## src/hw/rtl/ecb_pkg.sv

```systemverilog
// Shared types and codes for the ElGamal byte cipher.
`timescale 1ns / 1ps
package ecb_pkg;

    localparam int SCAN_BITS = 32;
    localparam int CNT_BITS  = 5;

    localparam logic [1:0] REG_MODULUS    = 2'd0;
    localparam logic [1:0] REG_GENERATOR  = 2'd1;
    localparam logic [1:0] REG_PRIVATE    = 2'd2;
    localparam logic [1:0] REG_KEYS_VALID = 2'd3;

    localparam logic OP_ENCRYPT = 1'b0;
    localparam logic OP_DECRYPT = 1'b1;

    localparam logic BS_GEN = 1'b0;
    localparam logic BS_ACC = 1'b1;

    localparam logic [1:0] ES_PRIV = 2'd0;
    localparam logic [1:0] ES_EPH  = 2'd1;
    localparam logic [1:0] ES_PM2  = 2'd2;

    localparam logic [2:0] SC_ACC  = 3'd0;
    localparam logic [2:0] SC_BASE = 3'd1;
    localparam logic [2:0] SC_C1   = 3'd2;
    localparam logic [2:0] SC_C2   = 3'd3;
    localparam logic [2:0] SC_MSG  = 3'd4;

    localparam logic [1:0] AD_BASE = 2'd0;
    localparam logic [1:0] AD_ONE  = 2'd1;
    localparam logic [1:0] AD_ACC  = 2'd2;
    localparam logic [1:0] AD_HOLD = 2'd3;

    localparam logic DST_ACC  = 1'b0;
    localparam logic DST_BASE = 1'b1;

    typedef struct packed {
        logic       in_ready;
        logic       set_base;
        logic       base_sel;
        logic       set_exp;
        logic [1:0] exp_sel;
        logic       acc_one;
        logic       exp_shift;
        logic       mul_go;
        logic [2:0] scan_sel;
        logic [1:0] add_sel;
        logic       dst;
        logic       save_hold;
        logic       save_first;
        logic       out_load;
        logic       out_err;
    } dp_cmd_t;

    typedef struct packed {
        logic in_fire;
        logic op;
        logic keys_ok;
        logic k_ok;
        logic exp_zero;
        logic exp_lsb;
        logic mul_busy;
        logic mul_done;
        logic out_free;
    } dp_stat_t;

endpackage

```

## src/hw/rtl/ecb_if.sv

```systemverilog
// Input and output beat channels of the ElGamal byte cipher.
`timescale 1ns / 1ps
interface ecb_in_if;
    logic        valid;
    logic        ready;
    logic        operation;
    logic [7:0]  message_byte;
    logic [31:0] ephemeral_key;
    logic [31:0] cipher_first;
    logic [31:0] cipher_second;
    logic        last;

    modport source (output valid, operation, message_byte, ephemeral_key, cipher_first,
                    cipher_second, last, input ready);
    modport sink (input valid, operation, message_byte, ephemeral_key, cipher_first,
                  cipher_second, last, output ready);
endinterface

interface ecb_out_if;
    logic        valid;
    logic        ready;
    logic [31:0] pair_first;
    logic [31:0] pair_second;
    logic [7:0]  plain_byte;
    logic        status;
    logic        end_of_run;

    modport source (output valid, pair_first, pair_second, plain_byte, status, end_of_run,
                    input ready);
    modport sink (input valid, pair_first, pair_second, plain_byte, status, end_of_run,
                  output ready);
endinterface

```

## src/hw/rtl/ecb_dp.sv

```systemverilog
// Datapath: operand registers, bit-serial modular multiplier, result register.
`timescale 1ns / 1ps
module ecb_dp #(
    parameter int MOD_BITS = 32
) (
    input  logic             clk,
    input  logic             rst_n,
    input  logic [31:0]      modulus,
    input  logic [31:0]      generator,
    input  logic [31:0]      private_key,
    input  logic             keys_valid,
    ecb_in_if.sink           in_ch,
    ecb_out_if.source        out_ch,
    input  ecb_pkg::dp_cmd_t cmd,
    output ecb_pkg::dp_stat_t stat
);
    import ecb_pkg::*;

    localparam int W = MOD_BITS;

    logic                 op_reg, last_reg;
    logic [7:0]           msg_reg;
    logic [31:0]          eph_reg, c1_reg, c2_reg;
    logic [W-1:0]         base_reg, exp_reg, acc_reg, hold_reg, first_reg;
    logic [SCAN_BITS-1:0] mm_scan_reg;
    logic [W-1:0]         mm_add_reg, mm_r_reg;
    logic [CNT_BITS-1:0]  mm_cnt_reg;
    logic                 mm_run_reg, mm_dst_reg;
    logic                 out_valid_reg;
    logic [31:0]          out_pf_reg, out_ps_reg;
    logic [7:0]           out_pb_reg;
    logic                 out_st_reg, out_eor_reg;

    logic [W-1:0]         p_w, mm_r_next, add_mux, exp_mux;
    logic [SCAN_BITS-1:0] scan_mux;
    logic [W:0]           dbl, dbl_red, sum;
    logic                 mm_last, in_fire, blank_pair, blank_byte;

    assign p_w     = modulus[W-1:0];
    assign in_fire = in_ch.valid && in_ch.ready;
    assign mm_last = mm_run_reg && (mm_cnt_reg == '1);

    // one step of MSB-first shift-add reduction
    always_comb
    begin
        dbl     = {mm_r_reg, 1'b0};
        dbl_red = (dbl >= {1'b0, p_w}) ? dbl - {1'b0, p_w} : dbl;
        sum     = {1'b0, dbl_red[W-1:0]} + (mm_scan_reg[SCAN_BITS-1] ? {1'b0, mm_add_reg} : '0);
        mm_r_next = (sum >= {1'b0, p_w}) ? W'(sum - {1'b0, p_w}) : sum[W-1:0];
    end

    always_comb
    begin
        case (cmd.scan_sel)
            SC_ACC:  scan_mux = SCAN_BITS'(acc_reg);
            SC_BASE: scan_mux = SCAN_BITS'(base_reg);
            SC_C1:   scan_mux = c1_reg;
            SC_C2:   scan_mux = c2_reg;
            SC_MSG:  scan_mux = SCAN_BITS'(msg_reg);
            default: scan_mux = '0;
        endcase
        case (cmd.add_sel)
            AD_BASE: add_mux = base_reg;
            AD_ONE:  add_mux = W'(1);
            AD_ACC:  add_mux = acc_reg;
            AD_HOLD: add_mux = hold_reg;
            default: add_mux = '0;
        endcase
        case (cmd.exp_sel)
            ES_PRIV: exp_mux = private_key[W-1:0];
            ES_EPH:  exp_mux = eph_reg[W-1:0];
            ES_PM2:  exp_mux = W'(modulus - 32'd2);
            default: exp_mux = '0;
        endcase
    end

    always_comb
    begin
        stat.in_fire  = in_fire;
        stat.op       = op_reg;
        stat.keys_ok  = keys_valid && (modulus >= 32'd3) && ((modulus >> MOD_BITS) == '0)
                        && (generator >= 32'd2) && (generator <= modulus - 32'd1)
                        && (private_key >= 32'd1) && (private_key <= modulus - 32'd2);
        stat.k_ok     = (eph_reg >= 32'd1) && (eph_reg <= modulus - 32'd2);
        stat.exp_zero = (exp_reg == '0);
        stat.exp_lsb  = exp_reg[0];
        stat.mul_busy = mm_run_reg;
        stat.mul_done = mm_last;
        stat.out_free = !out_valid_reg || out_ch.ready;
    end

    assign in_ch.ready = cmd.in_ready;

    always_ff @(posedge clk or negedge rst_n)
    begin
        if (!rst_n)
        begin
            mm_run_reg    <= 1'b0;
            out_valid_reg <= 1'b0;
        end
        else
        begin
            if (mm_last)
                mm_run_reg <= 1'b0;
            if (cmd.mul_go)
                mm_run_reg <= 1'b1;
            if (cmd.out_load)
                out_valid_reg <= 1'b1;
            else if (out_ch.ready)
                out_valid_reg <= 1'b0;
        end
    end

    assign blank_pair = cmd.out_err || (op_reg == OP_DECRYPT);
    assign blank_byte = cmd.out_err || (op_reg == OP_ENCRYPT);

    always_ff @(posedge clk)
    begin
        if (in_fire)
        begin
            op_reg   <= in_ch.operation;
            last_reg <= in_ch.last;
            msg_reg  <= in_ch.message_byte;
            eph_reg  <= in_ch.ephemeral_key;
            c1_reg   <= in_ch.cipher_first;
            c2_reg   <= in_ch.cipher_second;
        end
        if (cmd.set_base)
            base_reg <= (cmd.base_sel == BS_GEN) ? generator[W-1:0] : acc_reg;
        if (cmd.set_exp)
            exp_reg <= exp_mux;
        else if (cmd.exp_shift)
            exp_reg <= exp_reg >> 1;
        if (cmd.acc_one)
            acc_reg <= W'(1);
        if (cmd.save_hold)
            hold_reg <= acc_reg;
        if (cmd.save_first)
            first_reg <= acc_reg;
        if (mm_run_reg)
        begin
            mm_r_reg    <= mm_r_next;
            mm_scan_reg <= mm_scan_reg << 1;
            mm_cnt_reg  <= mm_cnt_reg + 1'b1;
        end
        if (mm_last)
        begin
            if (mm_dst_reg == DST_BASE)
                base_reg <= mm_r_next;
            else
                acc_reg <= mm_r_next;
        end
        if (cmd.mul_go)
        begin
            mm_scan_reg <= scan_mux;
            mm_add_reg  <= add_mux;
            mm_r_reg    <= '0;
            mm_cnt_reg  <= '0;
            mm_dst_reg  <= cmd.dst;
        end
        if (cmd.out_load)
        begin
            out_pf_reg  <= blank_pair ? 32'd0 : 32'(first_reg);
            out_ps_reg  <= blank_pair ? 32'd0 : 32'(acc_reg);
            out_pb_reg  <= blank_byte ? 8'd0 : acc_reg[7:0];
            out_st_reg  <= cmd.out_err;
            out_eor_reg <= last_reg;
        end
    end

    assign out_ch.valid       = out_valid_reg;
    assign out_ch.pair_first  = out_pf_reg;
    assign out_ch.pair_second = out_ps_reg;
    assign out_ch.plain_byte  = out_pb_reg;
    assign out_ch.status      = out_st_reg;
    assign out_ch.end_of_run  = out_eor_reg;

endmodule

```

## src/hw/rtl/ecb_ctrl.sv

```systemverilog
// Controller: sequences exponentiations and multiplies for one item.
`timescale 1ns / 1ps
module ecb_ctrl (
    input  logic              clk,
    input  logic              rst_n,
    input  ecb_pkg::dp_stat_t stat,
    output ecb_pkg::dp_cmd_t  cmd
);
    import ecb_pkg::*;

    localparam logic [3:0] S_IDLE    = 4'd0;
    localparam logic [3:0] S_CHECK   = 4'd1;
    localparam logic [3:0] S_RED     = 4'd2;
    localparam logic [3:0] S_PW_TEST = 4'd3;
    localparam logic [3:0] S_PW_MUL  = 4'd4;
    localparam logic [3:0] S_PW_SQR  = 4'd5;
    localparam logic [3:0] S_PW_END  = 4'd6;
    localparam logic [3:0] S_FIN     = 4'd7;
    localparam logic [3:0] S_DONE    = 4'd8;

    localparam logic [2:0] PH_PUB    = 3'd0;
    localparam logic [2:0] PH_YK     = 3'd1;
    localparam logic [2:0] PH_C1     = 3'd2;
    localparam logic [2:0] PH_SHARED = 3'd3;
    localparam logic [2:0] PH_INV    = 3'd4;

    logic [3:0] state_reg, state_next;
    logic [2:0] phase_reg, phase_next;
    logic       err_reg, err_next;

    always_comb
    begin
        cmd        = '0;
        state_next = state_reg;
        phase_next = phase_reg;
        err_next   = err_reg;
        case (state_reg)
            S_IDLE:
            begin
                cmd.in_ready = 1'b1;
                if (stat.in_fire)
                    state_next = S_CHECK;
            end
            S_CHECK:
            begin
                if (!stat.keys_ok || (stat.op == OP_ENCRYPT && !stat.k_ok))
                begin
                    err_next   = 1'b1;
                    state_next = S_DONE;
                end
                else if (stat.op == OP_ENCRYPT)
                begin
                    err_next     = 1'b0;
                    cmd.set_base = 1'b1;
                    cmd.base_sel = BS_GEN;
                    cmd.set_exp  = 1'b1;
                    cmd.exp_sel  = ES_PRIV;
                    cmd.acc_one  = 1'b1;
                    phase_next   = PH_PUB;
                    state_next   = S_PW_TEST;
                end
                else
                begin
                    err_next     = 1'b0;
                    cmd.mul_go   = 1'b1;
                    cmd.scan_sel = SC_C1;
                    cmd.add_sel  = AD_ONE;
                    cmd.dst      = DST_BASE;
                    state_next   = S_RED;
                end
            end
            S_RED:
            begin
                if (stat.mul_done)
                begin
                    cmd.set_exp = 1'b1;
                    cmd.exp_sel = ES_PRIV;
                    cmd.acc_one = 1'b1;
                    phase_next  = PH_SHARED;
                    state_next  = S_PW_TEST;
                end
            end
            S_PW_TEST:
            begin
                cmd.scan_sel = stat.exp_lsb ? SC_ACC : SC_BASE;
                cmd.add_sel  = AD_BASE;
                if (stat.exp_zero)
                    state_next = S_PW_END;
                else if (stat.exp_lsb)
                begin
                    cmd.mul_go = 1'b1;
                    cmd.dst    = DST_ACC;
                    state_next = S_PW_MUL;
                end
                else
                begin
                    cmd.mul_go    = 1'b1;
                    cmd.dst       = DST_BASE;
                    cmd.exp_shift = 1'b1;
                    state_next    = S_PW_SQR;
                end
            end
            S_PW_MUL:
            begin
                cmd.scan_sel = SC_BASE;
                cmd.add_sel  = AD_BASE;
                cmd.dst      = DST_BASE;
                if (stat.mul_done)
                begin
                    cmd.mul_go    = 1'b1;
                    cmd.exp_shift = 1'b1;
                    state_next    = S_PW_SQR;
                end
            end
            S_PW_SQR:
            begin
                if (stat.mul_done)
                    state_next = S_PW_TEST;
            end
            S_PW_END:
            begin
                case (phase_reg)
                    PH_PUB:
                    begin
                        cmd.set_base = 1'b1;
                        cmd.base_sel = BS_ACC;
                        cmd.set_exp  = 1'b1;
                        cmd.exp_sel  = ES_EPH;
                        cmd.acc_one  = 1'b1;
                        phase_next   = PH_YK;
                        state_next   = S_PW_TEST;
                    end
                    PH_YK:
                    begin
                        cmd.save_hold = 1'b1;
                        cmd.set_base  = 1'b1;
                        cmd.base_sel  = BS_GEN;
                        cmd.set_exp   = 1'b1;
                        cmd.exp_sel   = ES_EPH;
                        cmd.acc_one   = 1'b1;
                        phase_next    = PH_C1;
                        state_next    = S_PW_TEST;
                    end
                    PH_C1:
                    begin
                        cmd.save_first = 1'b1;
                        cmd.mul_go     = 1'b1;
                        cmd.scan_sel   = SC_MSG;
                        cmd.add_sel    = AD_HOLD;
                        cmd.dst        = DST_ACC;
                        state_next     = S_FIN;
                    end
                    PH_SHARED:
                    begin
                        cmd.set_base = 1'b1;
                        cmd.base_sel = BS_ACC;
                        cmd.set_exp  = 1'b1;
                        cmd.exp_sel  = ES_PM2;
                        cmd.acc_one  = 1'b1;
                        phase_next   = PH_INV;
                        state_next   = S_PW_TEST;
                    end
                    PH_INV:
                    begin
                        cmd.mul_go   = 1'b1;
                        cmd.scan_sel = SC_C2;
                        cmd.add_sel  = AD_ACC;
                        cmd.dst      = DST_ACC;
                        state_next   = S_FIN;
                    end
                    default:
                    begin
                        state_next = S_IDLE;
                    end
                endcase
            end
            S_FIN:
            begin
                if (stat.mul_done)
                    state_next = S_DONE;
            end
            S_DONE:
            begin
                cmd.out_err = err_reg;
                if (stat.out_free)
                begin
                    cmd.out_load = 1'b1;
                    state_next   = S_IDLE;
                end
            end
            default:
            begin
                state_next = S_IDLE;
            end
        endcase
    end

    always_ff @(posedge clk or negedge rst_n)
    begin
        if (!rst_n)
        begin
            state_reg <= S_IDLE;
            phase_reg <= PH_PUB;
            err_reg   <= 1'b0;
        end
        else
        begin
            state_reg <= state_next;
            phase_reg <= phase_next;
            err_reg   <= err_next;
        end
    end

    a_accept_checks: assert property (@(posedge clk) disable iff (!rst_n)
        stat.in_fire |=> state_reg == S_CHECK)
        else $error("accepted beat did not start a check");

    a_mul_no_overlap: assert property (@(posedge clk) disable iff (!rst_n)
        cmd.mul_go |-> (!stat.mul_busy || stat.mul_done))
        else $error("multiply started while unit busy");

    a_done_leaves: assert property (@(posedge clk) disable iff (!rst_n)
        (state_reg == S_DONE && stat.out_free) |=> state_reg == S_IDLE)
        else $error("result not handed off");

endmodule

```

## src/hw/rtl/elgamal_byte_cipher.sv

```systemverilog
// Top level of the ElGamal byte cipher: register port, controller and datapath.
// Usage:
//   Software writes modulus, generator and private_key over the APB port, then
//   sets keys_valid once it has checked that p is prime and g a generator.
//   Each input beat carries either a byte and ephemeral key to encrypt or a
//   cipher pair to decrypt; each gives exactly one output beat, with status 1
//   and zero data when the keys or the ephemeral key are out of range.
// Work:
//   One bit-serial modular multiplier does all the work. An exponentiation
//   with a MOD_BITS-bit exponent takes up to 2*MOD_BITS products. Encrypt runs
//   three exponentiations and one product; decrypt runs two exponentiations and
//   two products. Error results pass from the check state through the done
//   state to the output register after the input beat is accepted. One item is
//   in work at a time.
// Reset and stall:
//   rst_n zeroes the key registers and the run and valid flags, and idles the
//   controller. A result waits in the output register while the receiver
//   stalls; meanwhile the next item is taken, worked on and held till it frees.
`timescale 1ns / 1ps
module elgamal_byte_cipher #(
    parameter int MOD_BITS = 32
) (
    input  logic        clk,
    input  logic        rst_n,
    input  logic        psel,
    input  logic        penable,
    input  logic        pwrite,
    input  logic [3:0]  paddr,
    input  logic [31:0] pwdata,
    output logic [31:0] prdata,
    output logic        pready,
    ecb_in_if.sink      in_ch,
    ecb_out_if.source   out_ch
);
    import ecb_pkg::*;

    logic [31:0] modulus_reg, generator_reg, private_key_reg;
    logic        keys_valid_reg;
    logic        wr_en;
    dp_cmd_t     cmd;
    dp_stat_t    stat;

    assign pready = 1'b1;
    assign wr_en  = psel && penable && pwrite;

    always_ff @(posedge clk or negedge rst_n)
    begin
        if (!rst_n)
        begin
            modulus_reg     <= '0;
            generator_reg   <= '0;
            private_key_reg <= '0;
            keys_valid_reg  <= 1'b0;
        end
        else if (wr_en)
        begin
            case (paddr[3:2])
                REG_MODULUS:    modulus_reg     <= pwdata;
                REG_GENERATOR:  generator_reg   <= pwdata;
                REG_PRIVATE:    private_key_reg <= pwdata;
                REG_KEYS_VALID: keys_valid_reg  <= pwdata[0];
                default:        keys_valid_reg  <= keys_valid_reg;
            endcase
        end
    end

    always_comb
    begin
        case (paddr[3:2])
            REG_MODULUS:    prdata = modulus_reg;
            REG_GENERATOR:  prdata = generator_reg;
            REG_PRIVATE:    prdata = private_key_reg;
            REG_KEYS_VALID: prdata = {31'd0, keys_valid_reg};
            default:        prdata = '0;
        endcase
    end

    ecb_ctrl u_ctrl (
        .clk   (clk),
        .rst_n (rst_n),
        .stat  (stat),
        .cmd   (cmd)
    );

    ecb_dp #(
        .MOD_BITS (MOD_BITS)
    ) u_dp (
        .clk         (clk),
        .rst_n       (rst_n),
        .modulus     (modulus_reg),
        .generator   (generator_reg),
        .private_key (private_key_reg),
        .keys_valid  (keys_valid_reg),
        .in_ch       (in_ch),
        .out_ch      (out_ch),
        .cmd         (cmd),
        .stat        (stat)
    );

endmodule

```

## src/flat_wrapper.sv

```systemverilog
// flat-port wrapper written by rule: the top's interface ports become plain ports
module elgamal_byte_cipher_flat import ecb_pkg::*;
#(
    parameter int MOD_BITS = 32
)
  (clk, rst_n, psel, penable, pwrite, paddr, pwdata, prdata, pready, in_ch_valid, in_ch_operation, in_ch_message_byte, in_ch_ephemeral_key, in_ch_cipher_first, in_ch_cipher_second, in_ch_last, in_ch_ready, out_ch_valid, out_ch_pair_first, out_ch_pair_second, out_ch_plain_byte, out_ch_status, out_ch_end_of_run, out_ch_ready);
  ecb_in_if in_ch_i ();
  ecb_out_if out_ch_i ();
  input  logic clk;
  input  logic rst_n;
  input  logic psel;
  input  logic penable;
  input  logic pwrite;
  input  logic [3:0] paddr;
  input  logic [31:0] pwdata;
  output logic [31:0] prdata;
  output logic pready;
  input wire logic [$bits(in_ch_i.valid)-1:0] in_ch_valid;
  input wire logic [$bits(in_ch_i.operation)-1:0] in_ch_operation;
  input wire logic [$bits(in_ch_i.message_byte)-1:0] in_ch_message_byte;
  input wire logic [$bits(in_ch_i.ephemeral_key)-1:0] in_ch_ephemeral_key;
  input wire logic [$bits(in_ch_i.cipher_first)-1:0] in_ch_cipher_first;
  input wire logic [$bits(in_ch_i.cipher_second)-1:0] in_ch_cipher_second;
  input wire logic [$bits(in_ch_i.last)-1:0] in_ch_last;
  output wire logic [$bits(in_ch_i.ready)-1:0] in_ch_ready;
  output wire logic [$bits(out_ch_i.valid)-1:0] out_ch_valid;
  output wire logic [$bits(out_ch_i.pair_first)-1:0] out_ch_pair_first;
  output wire logic [$bits(out_ch_i.pair_second)-1:0] out_ch_pair_second;
  output wire logic [$bits(out_ch_i.plain_byte)-1:0] out_ch_plain_byte;
  output wire logic [$bits(out_ch_i.status)-1:0] out_ch_status;
  output wire logic [$bits(out_ch_i.end_of_run)-1:0] out_ch_end_of_run;
  input wire logic [$bits(out_ch_i.ready)-1:0] out_ch_ready;
  assign in_ch_i.valid = in_ch_valid;
  assign in_ch_i.operation = in_ch_operation;
  assign in_ch_i.message_byte = in_ch_message_byte;
  assign in_ch_i.ephemeral_key = in_ch_ephemeral_key;
  assign in_ch_i.cipher_first = in_ch_cipher_first;
  assign in_ch_i.cipher_second = in_ch_cipher_second;
  assign in_ch_i.last = in_ch_last;
  assign in_ch_ready = in_ch_i.ready;
  assign out_ch_valid = out_ch_i.valid;
  assign out_ch_pair_first = out_ch_i.pair_first;
  assign out_ch_pair_second = out_ch_i.pair_second;
  assign out_ch_plain_byte = out_ch_i.plain_byte;
  assign out_ch_status = out_ch_i.status;
  assign out_ch_end_of_run = out_ch_i.end_of_run;
  assign out_ch_i.ready = out_ch_ready;
  elgamal_byte_cipher #(.MOD_BITS(MOD_BITS)) u_core (.clk(clk), .rst_n(rst_n), .psel(psel), .penable(penable), .pwrite(pwrite), .paddr(paddr), .pwdata(pwdata), .prdata(prdata), .pready(pready), .in_ch(in_ch_i), .out_ch(out_ch_i));
endmodule
```

## config.mk

```make
export PLATFORM = sky130hd
export DESIGN_NAME = elgamal_byte_cipher_flat
export DESIGN_NICKNAME = d
export VERILOG_FILES = /design/src/hw/rtl/ecb_pkg.sv /design/src/hw/rtl/ecb_if.sv /design/src/hw/rtl/ecb_dp.sv /design/src/hw/rtl/ecb_ctrl.sv /design/src/hw/rtl/elgamal_byte_cipher.sv /design/src/flat_wrapper.sv
export SDC_FILE = /design/constraint.sdc
export NUM_CORES = 1
export LEC_CHECK = 0
export ABC_AREA = 1
export BUFFER_PORTS_ARGS = -buffer_cell sky130_fd_sc_hd__clkbuf_2
export CORE_ASPECT_RATIO = 1.1
export CORE_UTILIZATION = 50
export CTS_BUF_LIST = sky130_fd_sc_hd__clkbuf_16
export DETAILED_ROUTE_END_ITERATION = 8
export GPL_TIMING_DRIVEN = 0
export PLACE_DENSITY = 0.77
export SETUP_SLACK_MARGIN = 0.5
export SLEW_MARGIN = 5
export SYNTH_ARGS = -nofsm -noshare
export SYNTH_HDL_FRONTEND = slang
export SYNTH_HIERARCHICAL = 1
export SYNTH_SLANG_ARGS = --single-unit
```

## constraint.sdc

```tcl
create_clock -name clk -period 15.35 [get_ports clk]
set_clock_uncertainty 0.05 [all_clocks]
set_input_delay 3.07 -clock clk [delete_from_list [all_inputs] [get_ports clk]]
set_output_delay 3.07 -clock clk [all_outputs]
set_load 0.05 [all_outputs]
```

==> metrics <==
run status=finished, final reports clean; final WL=121000 um; # IOs=between 200 and 300; # setup viols final=0; Non-Filler Instances=roughly 5700; core area=about 0.068 mm^2; Pleak=between 15 and 20 nW; Die Footprint=a little under 0.07 mm^2; routed len/inst=around 21 um; startpoint types=flip-flop; largest net degree at the start of global routing=about 110; H-tree depth=2; Final nets=5072; Reg2Reg Setup Slack=about 7200 ps; maximum vdd drop=111 uV; Hold Path Class=flip-flop to flip-flop; worst skew pair latency=~650 ps; gr ovfl total=0; Data arrival, critical path=8440 ps; Mapped Avg Cell Area=a little under 8 um^2; CP most frequent cell=nor2_1; CP endpoint kind=flip-flop; Placed Cells incl. Taps=5583; CTS-repair resized insts=0; FP Rows=100; crit share post-route=52.9%; RSZ-0062 raised after global routing=no; gr usage total=approximately a third; Syn. warnings=6; Starting Density=roughly half; final hold slack=a little under 400 ps; ant diodes=0; Hold Fails Final Rpt=0; Post-DRT Antenna Nets=0; crit path from=u_core/modulus_reg[1]; Critical R2R Capture=u_core/u_dp/mm_scan_reg[5]; syn_nets=between 4000 and 5000; vias in the first global route=a little over 30000; Pins Over Slew Limit=0; Slew Limit Headroom=30.5%; max cap viols=0; Post-DP Area=0.0368 mm^2; initial detailed-routing violation count=between 3000 and 4000; Post-CTS Setup Bufs=0; Area Overhead vs Synth=13.3%; Hold Buf Count CTS=0; TNS Setup=0 ps; fin crit period=between 8000 and 9000 ps; drt drc=0; crit path kind=flip-flop to flip-flop; Critical Path RT=about 16000 ps; Layout Utilization=between 50% and 60%; port bufs=around 250; Slew @ Worst Pin=between 1000 and 1500 ps; clk root buf=clkbuf_16; Vias/cell=about 5.7; Detailed Place HPWL=96600 um; cell depth of the worst flop-to-flop path=27; height of the chip=276 um; CTS tree=built; initial antenna violation count=1; clock slew at reported path FFs=approximately 60 ps; die width=around 250 um; First-pass DRT Iterations=9; slowest CP cell=nor2_1; fillcell total=about 6200; first-pass GRT wire length=approximately 180000 um; Mapped Area=approximately 0.034 mm^2; Crit Path Max Fanout=32; Fmax achieved=~120 MHz; DR vias=roughly 33000; Longest Clk Path Bufs=3; crit path to=u_core/u_dp/mm_scan_reg[5]; fin area=roughly 0.039 mm^2; Power Dens Cells=roughly 120 mW/mm^2; crit-path max cell delay=810 ps; Syn Inst Count=4402; cts bufs inserted=between 50 and 60; Clock Sinks=between 500 and 600; RePlAce Congestion=approximately 1.0; reg2reg start=u_core/modulus_reg[1]; layout cell share with drive strength beyond 1=between 10% and 20%
[cell type report]
type	instances	area, um^2	area share [%]
multi-input cells	3174	16600	42.8
flip-flops and latches	549	14900	38.6
inverters	553	2080	5.37
repair buffers	263	1450	3.74
clock buffers	57	1430	3.68
well taps	918	1150	2.97
plain buffers	126	653	1.69
clock inverters	47	470	1.21
[worst min path at each step]
stage	start	end	depth (start not counted)
after floorplan	u_core/u_dp/last_reg	u_core/u_dp/out_ch.end_of_run	0
after global placement	u_core/u_dp/last_reg	u_core/u_dp/out_ch.end_of_run	0
after detailed placement	u_core/u_dp/last_reg	u_core/u_dp/out_ch.end_of_run	0
after CTS	u_core/u_dp/last_reg	u_core/u_dp/out_ch.end_of_run	0
after global routing	u_core/u_dp/last_reg	u_core/u_dp/out_ch.end_of_run	0
final	u_core/u_dp/last_reg	u_core/u_dp/out_ch.end_of_run	0
[critical path: cells and delay by family, from the launching register on]
family | cells | cell delay, ps
and+or+nand+nor | 12 | 3310
buffers and inverters | 8 | 1930
AOI/OAI and AO/OA | 4 | 1110
adders and majority gates | 2 | 730
DFF | 1 | 560
xor gates and xnor gates | 1 | 100
[stage by stage]
stage | setup slack, ps | power, mW
after floorplan | 8270 | 2.76
after global placement | 5230 | 3.22
after detailed placement | 7580 | 3.25
after CTS | 7560 | 4.65
after global routing | 7090 | 4.89
final | 7230 | 4.68
[report_power, final]
group          switching [mW]  leakage (nW)  internal (mW)  total (mW)
clock                   0.613         0.979          0.797        1.41
sequential              0.130          4.96           1.61        1.74
combinational            1.05          12.4          0.483        1.53
total                    1.79          18.3           2.89        4.68
[placed cells by master (no fill, tap or decap), types with 70 or more instances in the layout]
cell type     n
nand2_1    1525
inv_1       543
edfxtp_1    341
nor2_1      337
clkbuf_2    253
nand3_1     248
ha_1        198
a21oi_1     151
o21ai_0     140
dfrtp_1     107
dfxtp_1     101
o211ai_1     80
clkbuf_1     73
xor2_1       70
[layer usage]
metal	global-route usage (%)	vias to the layer above	share of wire (%)
met5	0	-	0.010
met4	22.1	2	7.3
met3	5.01	392	8.9
met2	55.1	1898	46
met1	43.1	15100	38
li1	-	15100	-
Power figures use the tool's default switching activity.
